File: config.mk
export PLATFORM = sky130hd
export DESIGN_NAME = http_request_header_parser_unit
export DESIGN_NICKNAME = d
export VERILOG_FILES = /design/src/hdl/hrp_pkg.sv /design/src/hdl/hrp_step.sv /design/src/hdl/http_request_header_parser_unit.sv
export SDC_FILE = /design/constraint.sdc
export NUM_CORES = 1
export LEC_CHECK = 0
export BUFFER_PORTS_ARGS = -buffer_cell sky130_fd_sc_hd__buf_2
export CELL_PAD_IN_SITES_DETAIL_PLACEMENT = 0
export CELL_PAD_IN_SITES_GLOBAL_PLACEMENT = 1
export CORE_MARGIN = 4
export CORE_UTILIZATION = 48
export CTS_BUF_LIST = sky130_fd_sc_hd__clkbuf_8
export CTS_CLUSTER_DIAMETER = 120
export DETAILED_ROUTE_END_ITERATION = 12
export GPL_ROUTABILITY_DRIVEN = 0
export GPL_TIMING_DRIVEN = 0
export PLACE_DENSITY = 0.93
export SLEW_MARGIN = 20
export SYNTH_ARGS = -nofsm -noshare
export SYNTH_HDL_FRONTEND = slang
export SYNTH_HIERARCHICAL = 1
export SYNTH_SLANG_ARGS = --single-unit
export TNS_END_PERCENT = 30
File: constraint.sdc
create_clock -name i_clk -period 8.9 [get_ports i_clk]
set_input_delay 1.78 -clock i_clk [delete_from_list [all_inputs] [get_ports i_clk]]
set_output_delay 1.78 -clock i_clk [all_outputs]
set_load 0.01 [all_outputs]
File: src/hdl/hrp_pkg.sv
// Shared types, codes and character tables for the HTTP request header parser.
package hrp_pkg;

    // Parser phase, one-hot
    typedef enum logic [9:0] {
        PH_VERB    = 10'b00_0000_0001,
        PH_PATH    = 10'b00_0000_0010,
        PH_RLREST  = 10'b00_0000_0100,
        PH_RL_LF   = 10'b00_0000_1000,
        PH_HDR     = 10'b00_0001_0000,
        PH_HDR_NUM = 10'b00_0010_0000,
        PH_HDR_LF  = 10'b00_0100_0000,
        PH_END_LF  = 10'b00_1000_0000,
        PH_BODY    = 10'b01_0000_0000,
        PH_ERROR   = 10'b10_0000_0000
    } t_phase;

    // Byte class codes
    localparam logic [3:0] CLS_VERB     = 4'd0;
    localparam logic [3:0] CLS_VERB_SP  = 4'd1;
    localparam logic [3:0] CLS_PATH     = 4'd2;
    localparam logic [3:0] CLS_PATH_SP  = 4'd3;
    localparam logic [3:0] CLS_RL_REST  = 4'd4;
    localparam logic [3:0] CLS_HEADER   = 4'd5;
    localparam logic [3:0] CLS_LINE_END = 4'd6;
    localparam logic [3:0] CLS_BODY     = 4'd7;
    localparam logic [3:0] CLS_IGNORED  = 4'd8;

    // Characters
    localparam logic [7:0] CH_CR    = 8'h0D;
    localparam logic [7:0] CH_SP    = 8'h20;
    localparam logic [7:0] CH_ZERO  = 8'h30;
    localparam logic [7:0] CH_NINE  = 8'h39;
    localparam logic [7:0] CH_UP_C  = 8'h43;
    localparam logic [7:0] CH_LOW_C = 8'h63;

    // Column limits within a header line
    localparam logic [4:0] COL_LEN_END   = 5'd16;
    localparam logic [4:0] COL_CONN_END  = 5'd12;
    localparam logic [4:0] COL_WORD_LAST = 5'd17;
    localparam logic [4:0] COL_TAIL_BASE = 5'd13;
    localparam logic [4:0] COL_MAX       = 5'd31;

    // Control state that travels between the registers and the step logic
    typedef struct packed {
        t_phase     phase;
        logic [4:0] column;
        logic       len_match;
        logic       conn_match;
        logic       close_match;
        logic       digits_active;
        logic       conn_persist;
        logic       verb_seen;
        logic       path_seen;
    } t_ctrl;

    localparam t_ctrl CTRL_START = '{
        phase:         PH_VERB,
        column:        5'd0,
        len_match:     1'b1,
        conn_match:    1'b1,
        close_match:   1'b1,
        digits_active: 1'b1,
        conn_persist:  1'b1,
        verb_seen:     1'b0,
        path_seen:     1'b0
    };

    // One result beat
    typedef struct packed {
        logic [3:0]  byte_class;
        logic [7:0]  echo_byte;
        logic        request_done;
        logic        request_error;
        logic        conn_persist;
        logic [31:0] content_length;
    } t_result;

    // "Content-Length: "
    function automatic logic [7:0] len_char(input logic [3:0] idx);
        logic [7:0] ch;
        case (idx)
            4'd0:    ch = 8'h43; // C
            4'd1:    ch = 8'h6F; // o
            4'd2:    ch = 8'h6E; // n
            4'd3:    ch = 8'h74; // t
            4'd4:    ch = 8'h65; // e
            4'd5:    ch = 8'h6E; // n
            4'd6:    ch = 8'h74; // t
            4'd7:    ch = 8'h2D; // -
            4'd8:    ch = 8'h4C; // L
            4'd9:    ch = 8'h65; // e
            4'd10:   ch = 8'h6E; // n
            4'd11:   ch = 8'h67; // g
            4'd12:   ch = 8'h74; // t
            4'd13:   ch = 8'h68; // h
            4'd14:   ch = 8'h3A; // :
            default: ch = 8'h20; // space
        endcase
        return ch;
    endfunction

    // "Connection: "
    function automatic logic [7:0] conn_char(input logic [3:0] idx);
        logic [7:0] ch;
        case (idx)
            4'd0:    ch = 8'h43; // C
            4'd1:    ch = 8'h6F; // o
            4'd2:    ch = 8'h6E; // n
            4'd3:    ch = 8'h6E; // n
            4'd4:    ch = 8'h65; // e
            4'd5:    ch = 8'h63; // c
            4'd6:    ch = 8'h74; // t
            4'd7:    ch = 8'h69; // i
            4'd8:    ch = 8'h6F; // o
            4'd9:    ch = 8'h6E; // n
            4'd10:   ch = 8'h3A; // :
            default: ch = 8'h20; // space
        endcase
        return ch;
    endfunction

    // Tail of "close" after the first letter
    function automatic logic [7:0] lose_char(input logic [1:0] idx);
        logic [7:0] ch;
        case (idx)
            2'd0:    ch = 8'h6C; // l
            2'd1:    ch = 8'h6F; // o
            2'd2:    ch = 8'h73; // s
            default: ch = 8'h65; // e
        endcase
        return ch;
    endfunction

endpackage

File: src/hdl/hrp_step.sv
// Per-byte step logic: classes one byte and works out the next parser state.
module hrp_step #(
    parameter int LENGTH_WIDTH = 32
) (
    input  hrp_pkg::t_ctrl          i_ctrl,
    input  logic [LENGTH_WIDTH-1:0] i_pending,
    input  logic [LENGTH_WIDTH-1:0] i_length,
    input  logic [LENGTH_WIDTH-1:0] i_body_left,
    input  logic [7:0]              i_byte,
    input  logic                    i_restart,
    output hrp_pkg::t_ctrl          o_ctrl,
    output logic [LENGTH_WIDTH-1:0] o_pending,
    output logic [LENGTH_WIDTH-1:0] o_length,
    output logic [LENGTH_WIDTH-1:0] o_body_left,
    output hrp_pkg::t_result        o_result
);
    import hrp_pkg::*;

    localparam logic [LENGTH_WIDTH-1:0] LEN_MAX = '1;

    t_ctrl                   ctrl;
    logic [LENGTH_WIDTH-1:0] pend;
    logic [LENGTH_WIDTH-1:0] len;
    logic [LENGTH_WIDTH-1:0] body;
    logic [LENGTH_WIDTH+3:0] pend_wide;
    logic [LENGTH_WIDTH+3:0] prod;
    logic [63:0]             len_ext;
    logic [4:0]              col;
    logic [4:0]              tail_idx;
    logic [3:0]              cls;
    logic                    digit;
    logic                    done;

    always_comb begin
        // restart clears the request before this byte is handled
        if (i_restart) begin
            ctrl = CTRL_START;
            pend = '0;
            len  = '0;
            body = '0;
        end else begin
            ctrl = i_ctrl;
            pend = i_pending;
            len  = i_length;
            body = i_body_left;
        end

        // value * 10 + digit, overflow shows in the top four bits
        digit     = (i_byte >= CH_ZERO) && (i_byte <= CH_NINE);
        pend_wide = {4'b0000, pend};
        prod      = (pend_wide << 3) + (pend_wide << 1)
                  + {{LENGTH_WIDTH{1'b0}}, i_byte[3:0]};
        col       = ctrl.column;
        tail_idx  = col - COL_TAIL_BASE;
        cls       = CLS_IGNORED;
        done      = 1'b0;

        unique case (ctrl.phase)
            PH_VERB, PH_PATH: begin
                if (i_byte == CH_CR) begin
                    cls        = CLS_LINE_END;
                    ctrl.phase = PH_ERROR;
                end else if (i_byte == CH_SP) begin
                    if (ctrl.phase == PH_VERB) begin
                        cls            = CLS_VERB_SP;
                        ctrl.verb_seen = 1'b1;
                        ctrl.phase     = PH_PATH;
                    end else begin
                        cls            = CLS_PATH_SP;
                        ctrl.path_seen = 1'b1;
                        ctrl.phase     = PH_RLREST;
                    end
                end else begin
                    cls = (ctrl.phase == PH_VERB) ? CLS_VERB : CLS_PATH;
                end
            end
            PH_RLREST: begin
                if (i_byte == CH_CR) begin
                    cls        = CLS_LINE_END;
                    ctrl.phase = PH_RL_LF;
                end else begin
                    cls = CLS_RL_REST;
                end
            end
            PH_RL_LF, PH_HDR_LF: begin
                // byte after CR, taken unchecked; new header line
                cls                = CLS_LINE_END;
                ctrl.column        = 5'd0;
                ctrl.len_match     = 1'b1;
                ctrl.conn_match    = 1'b1;
                ctrl.close_match   = 1'b1;
                ctrl.digits_active = 1'b1;
                pend               = '0;
                ctrl.phase         = PH_HDR;
            end
            PH_HDR, PH_HDR_NUM: begin
                if (i_byte == CH_CR) begin
                    // commit the line's findings
                    cls = CLS_LINE_END;
                    if (col >= COL_LEN_END && ctrl.len_match) begin
                        len = pend;
                    end
                    if (col >= COL_WORD_LAST && ctrl.conn_match && ctrl.close_match) begin
                        ctrl.conn_persist = 1'b0;
                    end
                    ctrl.phase = (col == 5'd0) ? PH_END_LF : PH_HDR_LF;
                end else begin
                    cls = CLS_HEADER;
                    // Content-Length name and value
                    if (col < COL_LEN_END) begin
                        if (i_byte != len_char(col[3:0])) begin
                            ctrl.len_match = 1'b0;
                        end
                    end else if (ctrl.len_match && ctrl.digits_active) begin
                        if (ctrl.phase == PH_HDR) begin
                            if (digit) begin
                                pend       = {{(LENGTH_WIDTH-4){1'b0}}, i_byte[3:0]};
                                ctrl.phase = PH_HDR_NUM;
                            end else if (i_byte != CH_SP) begin
                                ctrl.digits_active = 1'b0;
                            end
                        end else if (digit) begin
                            pend = (prod[LENGTH_WIDTH+3:LENGTH_WIDTH] != 4'd0)
                                 ? LEN_MAX : prod[LENGTH_WIDTH-1:0];
                        end else begin
                            ctrl.digits_active = 1'b0;
                        end
                    end
                    // Connection name and close word
                    if (col < COL_CONN_END) begin
                        if (i_byte != conn_char(col[3:0])) begin
                            ctrl.conn_match = 1'b0;
                        end
                    end else if (col == COL_CONN_END) begin
                        if (i_byte != CH_UP_C && i_byte != CH_LOW_C) begin
                            ctrl.close_match = 1'b0;
                        end
                    end else if (col < COL_WORD_LAST) begin
                        if (i_byte != lose_char(tail_idx[1:0])) begin
                            ctrl.close_match = 1'b0;
                        end
                    end
                    if (col < COL_MAX) begin
                        ctrl.column = col + 5'd1;
                    end
                end
            end
            PH_END_LF: begin
                cls = CLS_LINE_END;
                if (len == '0) begin
                    done = 1'b1;
                end else begin
                    body       = len;
                    ctrl.phase = PH_BODY;
                end
            end
            PH_BODY: begin
                cls = CLS_BODY;
                if (body != '0) begin
                    body = body - {{(LENGTH_WIDTH-1){1'b0}}, 1'b1};
                end
                if (body == '0) begin
                    done = 1'b1;
                end
            end
            default: begin
                cls = CLS_IGNORED;
            end
        endcase

        // result shows the state after this byte
        len_ext                  = 64'(len);
        o_result.byte_class      = cls;
        o_result.echo_byte       = i_byte;
        o_result.request_done    = done;
        o_result.request_error   = (ctrl.phase == PH_ERROR);
        o_result.conn_persist    = ctrl.conn_persist;
        o_result.content_length  = len_ext[31:0];

        // finished request: start afresh
        if (done) begin
            o_ctrl      = CTRL_START;
            o_pending   = '0;
            o_length    = '0;
            o_body_left = '0;
        end else begin
            o_ctrl      = ctrl;
            o_pending   = pend;
            o_length    = len;
            o_body_left = body;
        end
    end

endmodule

File: src/hdl/http_request_header_parser_unit.sv
// Top level of the HTTP request header parser: input register, parser state, result register.
//
//  channel  | dir | tdata                              | tuser          | tlast
//  ---------+-----+------------------------------------+----------------+-------------
//  s_axis   | in  | [7:0] data_byte                    | [0] restart    | -
//  m_axis   | out | [7:0] echo_byte, [8] request_error,| [3:0] class    | request_done
//           |     | [9] conn_persist, [41:10] cont. len|                |
//
// One byte per clock sustained while m_axis does not stall; a byte passes the input
// register and then leaves through the result register.
// The state update is a single pass of compare and shift-add logic per byte.
// Synchronous active-low reset puts the parser at the verb of a new request.
// A stalled m_axis holds its beat; s_axis then takes one more beat and stops.
module http_request_header_parser_unit #(
    parameter int LENGTH_WIDTH = 32
) (
    input  logic        i_clk,
    input  logic        i_rst_n,
    input  logic        s_axis_tvalid,
    output logic        s_axis_tready,
    input  logic [7:0]  s_axis_tdata,   // [7:0] data_byte
    input  logic [0:0]  s_axis_tuser,   // [0] restart
    output logic        m_axis_tvalid,
    input  logic        m_axis_tready,
    output logic [47:0] m_axis_tdata,   // [7:0] echo_byte, [8] request_error,
                                        // [9] conn_persist, [41:10] content_length, rest 0
    output logic [3:0]  m_axis_tuser,   // [3:0] byte_class
    output logic        m_axis_tlast    // request_done
);
    import hrp_pkg::*;

    logic                    r_in_valid;
    logic [7:0]              r_in_byte;
    logic                    r_in_restart;
    logic                    r_out_valid;
    t_result                 r_out;
    t_ctrl                   r_ctrl;
    logic [LENGTH_WIDTH-1:0] r_pending;
    logic [LENGTH_WIDTH-1:0] r_length;
    logic [LENGTH_WIDTH-1:0] r_body_left;

    t_ctrl                   n_ctrl;
    logic [LENGTH_WIDTH-1:0] n_pending;
    logic [LENGTH_WIDTH-1:0] n_length;
    logic [LENGTH_WIDTH-1:0] n_body_left;
    t_result                 n_out;
    logic                    advance;

    // a byte moves on when the result register is free or draining
    assign advance       = r_in_valid && (!r_out_valid || m_axis_tready);
    assign s_axis_tready = !r_in_valid || advance;

    // input register
    always_ff @(posedge i_clk) begin
        if (!i_rst_n) begin
            r_in_valid <= 1'b0;
        end else if (s_axis_tvalid && s_axis_tready) begin
            r_in_valid <= 1'b1;
        end else if (advance) begin
            r_in_valid <= 1'b0;
        end
    end

    always_ff @(posedge i_clk) begin
        if (s_axis_tvalid && s_axis_tready) begin
            r_in_byte    <= s_axis_tdata;
            r_in_restart <= s_axis_tuser[0];
        end
    end

    hrp_step #(
        .LENGTH_WIDTH (LENGTH_WIDTH)
    ) u_step (
        .i_ctrl      (r_ctrl),
        .i_pending   (r_pending),
        .i_length    (r_length),
        .i_body_left (r_body_left),
        .i_byte      (r_in_byte),
        .i_restart   (r_in_restart),
        .o_ctrl      (n_ctrl),
        .o_pending   (n_pending),
        .o_length    (n_length),
        .o_body_left (n_body_left),
        .o_result    (n_out)
    );

    // parser state, updated once per byte
    always_ff @(posedge i_clk) begin
        if (!i_rst_n) begin
            r_ctrl      <= CTRL_START;
            r_pending   <= '0;
            r_length    <= '0;
            r_body_left <= '0;
        end else if (advance) begin
            r_ctrl      <= n_ctrl;
            r_pending   <= n_pending;
            r_length    <= n_length;
            r_body_left <= n_body_left;
        end
    end

    // result register
    always_ff @(posedge i_clk) begin
        if (!i_rst_n) begin
            r_out_valid <= 1'b0;
        end else if (advance) begin
            r_out_valid <= 1'b1;
        end else if (m_axis_tready) begin
            r_out_valid <= 1'b0;
        end
    end

    always_ff @(posedge i_clk) begin
        if (advance) begin
            r_out <= n_out;
        end
    end

    assign m_axis_tvalid = r_out_valid;
    assign m_axis_tdata  = {6'd0, r_out.content_length, r_out.conn_persist,
                            r_out.request_error, r_out.echo_byte};
    assign m_axis_tuser  = r_out.byte_class;
    assign m_axis_tlast  = r_out.request_done;

endmodule

==> reports/summary.md, run 1 <==
The run finished with clean final reports. Counting along the longest clock path gives a buffer depth of 2. For the die area, the log shows 32900 sq um. In this run the tool buffered the top-level ports with 60 buffer cells.

For this run, the number of standard cells in the final layout without fillers is 2425. The number of antenna diodes in the final layout is 0. The global route total overflow is 0.

The routed design has 49500 um of wire. The relative area change from synthesis to final layout is 8.44%. For the final routed database, the setup TNS stands at 0 ns. In this run the clock root is driven by a clkbuf_8. The total CTS buffers is 17.

The most frequent cell on the critical path was clkbuf_1. The tools report the starting utilization of the core area as 0.488. The total via count in the routed design is 15.2k, and the total leakage power is 6.07 nW. Before antenna repair, the detailed router went through 6 iterations. The die width is 182 um, and the remaining antenna violation count after routing is 0. The maximum vdd drop came out at 0.000118 V. The number of post-CTS setup repair buffers came out at 0. The cell with the largest stage delay on the worst path is a211oi_4. The H-tree was split into 4 levels. TritonCTS built the clock tree.

The slew at the pin closest to its max-slew limit is 1.19 ns. The total global routing track utilization was 0.292. The worst setup skew after layout was 0.0307 ns. The run gives 2 as the number of antenna violations at the first check in global routing. The boundary pin count is 68, and the data required time of the critical path is 9.29 ns. The register cell area after layout was 4040 sq um; the number of violations of the max-capacitance limit was 0. Data on the critical path arrives at its endpoint at 8.51 ns.

The final routed wire length divided by cell count is 20.4 um. Minimum period implied by the final worst setup slack: 8.11 ns. Setup repair after global routing left no endpoint under its margin. The clock transition time at the flip-flop clock pins of the worst setup and hold paths was 0.10 ns. The worst setup path is captured at a flop. The share of the core filled with cells was 0.529; the number of placement rows was 63.

Timing would allow up to 0.123 GHz. The clock net in this run drives a total of 174 sinks. The run gives 37700 um as the sum of net half-perimeters after detailed placement. Total power: 1.55 mW. Counting the fill cells in the layout gives 2911.

The total core area came out at 29600 sq um. The setup violation total in the final timing report was 0; the number of instances in the synthesized netlist was 1940. Including well taps, the total number of placed cells is 2395. Before CTS, the worst setup slack after placement is -0.613 ns. In this run the worst path has a maximum fanout of 19. Entering global routing, the biggest net connects 57 pins. The number of DRC violations after detailed-routing iteration 0 is 2360, and the worst-case headroom to the max-slew limit is 0.198.

The share of the cycle needed by the critical path after routing is 0.912. The cell area that synthesis handed to floorplanning was 14500 sq um. The number of hold buffers added after CTS was 0.

The largest stage delay on the critical path is 0.59 ns, and the max-slew violation count is 0. The total count of hold-check failures in the final report is 0, and the insertion delay to the later sink of the worst-skew pair is 0.52 ns. The startpoint type of the worst setup path was a flop. The first global-routing pass estimated 77800 um of wire.

The critical path goes through buf_2, clkbuf_2, buf_2, buf_2, clkbuf_1, clkbuf_2, clkbuf_1, nor2b_1, ha_1, ha_1, clkbuf_1, a2111oi_0, o21ai_0, a21oi_1, nor3_1, or4_1, a211oi_4, nand3_2, clkbuf_1, o32ai_1, a21oi_1, nand2_1, mux2i_1. Share of final-layout standard cells stronger than drive strength 1: 0.0840. Measured along the y axis, the die boundary spans 182 um.

For the final worst slack, the log shows 0.786 ns. The Yosys step of the flow raised 6 warnings. The power density over the cells was 99.2 nW/um^2. The total DRC errors in the routed layout is 0.

In the final layout, the multi-input gates occupy 9550 sq um. Final-stage net count: 2107. The mean post-synth cell area is 7.45 sq um.

The via density per instance works out to 6.29. The setup path with the least slack is of type flop to flop. The via count of the first global-routing pass was 13.9k.

The path class of the tightest hold or removal check is flop to flop.
-- critical path: cells and delay by family (launching register included) --
kind	cells	cell delay [ns]
mux	1	0.07
fa+ha+maj	2	0.63
compound gates	6	1.94
buf+inv	9	3.69
simple gates	5	1.23
flops	1	0.41
-- sequential cells by signal, indices dropped and copies added, names as in the netlist --
register and flops:
m_axis_tdata 42, m_axis_tlast 1, m_axis_tuser 4, m_axis_tvalid 1, r_body_left 32, r_ctrl 20, r_in_byte 8, r_in_restart 1
r_in_valid 1, r_length 32, r_pending 32
-- where the power goes --
group	internal [mW]	switching, mW
Clock	0.250	0.329
Combinational	0.0428	0.0968
Sequential	0.829	0.00649
Total	1.12	0.433
-- area by class of cell --
type,instances,area share
tap,390,0.0311
inverter,37,0.00886
timing repair buffer,60,0.0192
buffer,152,0.0477
multi-input combinational,1580,0.610
clock inverter,14,0.00958
sequential,174,0.258
clock buffer,18,0.0158
-- final timing paths --
path                   from             end  slack, ns  cells past startpoint
min          r_body_left[2]  r_body_left[2]       0.46                      2
max reg2reg    r_in_restart   r_pending[12]       0.79                     23
min reg2reg  r_body_left[2]  r_body_left[2]       0.46                      2
max            r_in_restart   r_pending[12]       0.79                     23
-- layout by cell type (no fill, tap or decap), types with 31 or more instances in the layout --
master,n
nand2_1,390
nor2_1,171
a21oi_1,166
mux2i_1,124
dfxtp_1,118
o21ai_0,115
clkbuf_1,90
buf_2,79
ha_1,71
nor2b_1,65
edfxtp_1,56
nor3_1,55
inv_1,38
nor4_1,31
-- per-layer routing --
metal | global-route usage | vias to the layer above | wire length [um]
met1 | 0.418 | 7126 | 21200
met3 | 0.0597 | 133 | 5500
met2 | 0.438 | 918 | 21100
li1 | - | 7064 | -
met5 | 0 | - | 27
met4 | 0.102 | 4 | 1640
-- stage by stage --
stage | area [sq um] | hold WS [ns]
final | 15700 | 0.457
after floorplan | 14500 | 0.431
after global routing | 15700 | 0.476
after global placement | 15300 | 0.439
after CTS | 15700 | 0.464
after detailed placement | 15300 | 0.448
-- timing repair --
action	in CTS	in global routing
gates cloned	0	0
setup endpoints to repair	30	20
gates resized for setup	3	2
endpoints found under the hold margin	0	0
Power figures use the tool's default switching activity.
==> run 2, diff against run 1 <==
Settings changed: REMOVE_ABC_BUFFERS set to 1.
==> run 2 against run 1 <==
  * Worst setup slack gained 2.1 ns
  * Utilization is 0.80 points lower
  * Count of clock-buffer cells in the layout stayed put
  * Flip-flop and latch count did not move
  * Critical path type unchanged
  * Largest cell class unchanged
  * Largest power group unchanged
==> reports/summary.md, run 2 (synthesized netlist as in run 1, its figures left out) <==
The tools report the routed wire length as 41200 um (-17%). The worst setup skew after layout was 0.0130 ns (-0.0177 ns); the total via count in the routed design was 14.1k (-7.3%). Startpoint of the lowest-slack hold path: r_pending[1]. The largest individual stage delay along the critical path comes from the cell a2111oi_0. Achievable clock frequency: 0.166 GHz (+35%).

The insertion delay to the later sink of the worst-skew pair is 0.49 ns (-0.03 ns), and the power density over the cells is 101 nW/um^2 (+1.8%). The maximum fanout along the worst path came out at 29 (+10). For the number of buffers between clock root and the deepest sink, the log shows 2 (unchanged). Minimum period implied by the final worst setup slack: 6.03 ns (-2.08 ns). Total global routing track utilization: 0.241 (-0.0507).

For the maximum number of pins on one net before global-route repair, the log shows 127 (+120%). The share of the core filled with cells is 0.521 (-0.00798). The max-slew violation count was 0 (unchanged); the share of final-layout standard cells stronger than drive strength 1 was 0.0811 (-0.00296). The run gives 0 (unchanged) as the antenna diode count. The final routed wire length divided by cell count is 17.9 um (-12%), and the clock transition time at the flip-flop clock pins of the worst setup and hold paths is 0.10 ns (about the same).

From synthesis to final layout, the design area changed by 6.81%. STA classifies the critical path endpoint as a flop. The logs give 0 (unchanged) for the remaining antenna violation count after routing and 0 (unchanged) for the number of post-CTS setup repair buffers. The number of detailed-routing iterations run before antenna repair is 5 (-1). The vertical die dimension came out at 182 um (unchanged).

Number of antenna violations at the first check in global routing: 0 (-2). The logs give 1435 (-39%) for the number of DRC violations after detailed-routing iteration 0 and 0 (unchanged) for the quantity of hold-fixing buffers added after cts. The starting utilization of the core area came out at 0.488 (unchanged). The total power is 1.56 mW (+0.26%), and the total leakage power is 5.91 nW (-2.7%). The critical path in this run is classified as flop to flop. Data required time of the critical path: 9.27 ns (-0.02 ns).

The tools report the worst-case headroom to the max-slew limit as 0.258 (+0.0601). Traced cell by cell, the critical path runs through buf_8, buf_8, inv_4, nand2_1, inv_1, ha_1, ha_1, a211oi_1, o211ai_1, a2111oi_0, o21ai_1, o311a_1, a211oi_2, nand3_2, o311ai_0, a31oi_1, nand2_1, mux2i_1. The hold-critical path depth works out to 2 (unchanged). For the number of violations of the max-capacitance limit, the log shows 0 (unchanged). The tools report the global route total overflow as 0 (unchanged). Global-route wire length before repair: 66700 um (-14%). The tools report the number of gates resized after CTS as 0 (-3). Worst reg2reg path depth: 18 (-22%). Endpoint of the worst register-to-register path: r_pending[14]. Leaving out fill and tap cells, the most frequent cells in the layout are nand2_1, nor2_1, a21oi_1.

The internal reg-to-reg setup slack is 2.87 ns (+2.08 ns), and the sum of net half-perimeters after detailed placement is 29900 um (-21%). The final-stage net count was 1984 (-5.8%); the H-tree depth was 4 (unchanged). The flow ran to the end, and the final reports show no timing, DRC or antenna violations. Clock tree synthesis selected as its root buffer the cell clkbuf_8. The run gives 0.000109 V (-7.1%) as the maximum vdd drop. The final worst slack is 2.87 ns (+2.08 ns), and the total core area is 29600 sq um (unchanged). The count of input and output buffers works out to 61 (+1.7%). The logs give 15000 sq um (-1.6%) for the placed standard-cell area and 68 (unchanged) for the boundary pin count.

Worst slack at placement: 2.98 ns (+3.60 ns). The largest stage delay on the critical path came out at 0.77 ns (+0.18 ns). In this run the critical register-to-register path is launched from r_in_restart. For hold timing, the worst endpoint is r_pending[1]. Setup repair after global routing left no endpoint under its margin.

The setup violation total in the final timing report is 0 (unchanged), and the total count of hold-check failures in the final report is 0 (unchanged). The die area was 32900 sq um (unchanged); the total DRC errors in the routed layout was 0 (unchanged). The tools report the number of placement rows as 63 (unchanged).

The kind of path behind the tightest hold check was flop to flop. The data arrival time at the worst-slack endpoint is 6.40 ns (-2.11 ns). TritonCTS built the clock tree. STA classifies the critical path startpoint as a flop. The count of filler cells inserted in the layout is 2895 (-0.55%). The area of all placed cells without fillers was 15400 sq um (-1.5%); the number of clock sinks seen by CTS was 174 (unchanged).

The share of the cycle needed by the critical path after routing works out to 0.678 (-0.234). The via count of the first global-routing pass was 12.8k (-7.9%). The via density per instance is 6.14 (-2.3%), and the slew at the pin closest to its max-slew limit is 1.10 ns (-0.0896 ns). The run gives 17 (unchanged) as the total CTS buffers. The leading cell type in the layout, fill and taps excluded is nand2_1. The number of flip-flops under the largest register name was 42 (unchanged). The die width works out to 182 um (unchanged).
[run 2: area by class of cell]
type | count | area (sq um) | share of cell area
clock buffer | 18 | 248 | 0.0161
clock inverter | 14 | 166 | 0.0108
inverter | 37 | 141 | 0.00916
multi-input combinational | 1580 | 9590 | 0.621
sequential | 174 | 4040 | 0.262
tap | 390 | 488 | 0.0316
timing repair buffer | 89 | 754 | 0.0489
[run 2: power breakdown]
group / total [mW] / internal [mW] / switching, mW / leakage (nW)
Combinational: 0.119 / 0.0411 / 0.0784 / 4.18
Clock: 0.600 / 0.286 / 0.314 / 0.214
Sequential: 0.839 / 0.829 / 0.0104 / 1.51
[run 2: stage by stage]
stage	TNS (ns)	std cells	hold slack [ns]
after global routing	0	2302	0.494
after global placement	-1036.43	2242	0.457
final	0	2302	0.481
after CTS	0	2302	0.480
after floorplan	-258.30	1791	0.443
after detailed placement	0	2270	0.469
[run 2: worst max-delay path, delay by kind of cell, from the launching register on]
family / cells / cell delay (ns)
adders and majority gates: 2 / 0.57
DFF: 1 / 0.55
AOI/OAI and AO/OA: 8 / 3.09
muxes: 1 / 0.07
and+or+nand+nor: 3 / 0.74
buffers and inverters: 4 / 0.83
[run 2: metal layers]
metal / share of wire / vias to the layer above / global-route usage
met1: 0.44 / 6620 / 0.337
met2: 0.46 / 607 / 0.391
met3: 0.074 / 66 / 0.0367
li1: - / 6843 / -
met4: 0.020 / 0 / 0.0651
met5: 0 / - / 0
[run 2: worst max path at each step]
stage,end,start,slack [ns]
after floorplan,r_ctrl[12],r_in_restart,-2.66
after global placement,r_pending[16],r_in_restart,-9.92
after detailed placement,r_pending[14],r_in_restart,2.98
after CTS,r_pending[14],r_in_restart,2.96
after global routing,r_pending[14],r_in_restart,2.33
final,r_pending[14],r_in_restart,2.87
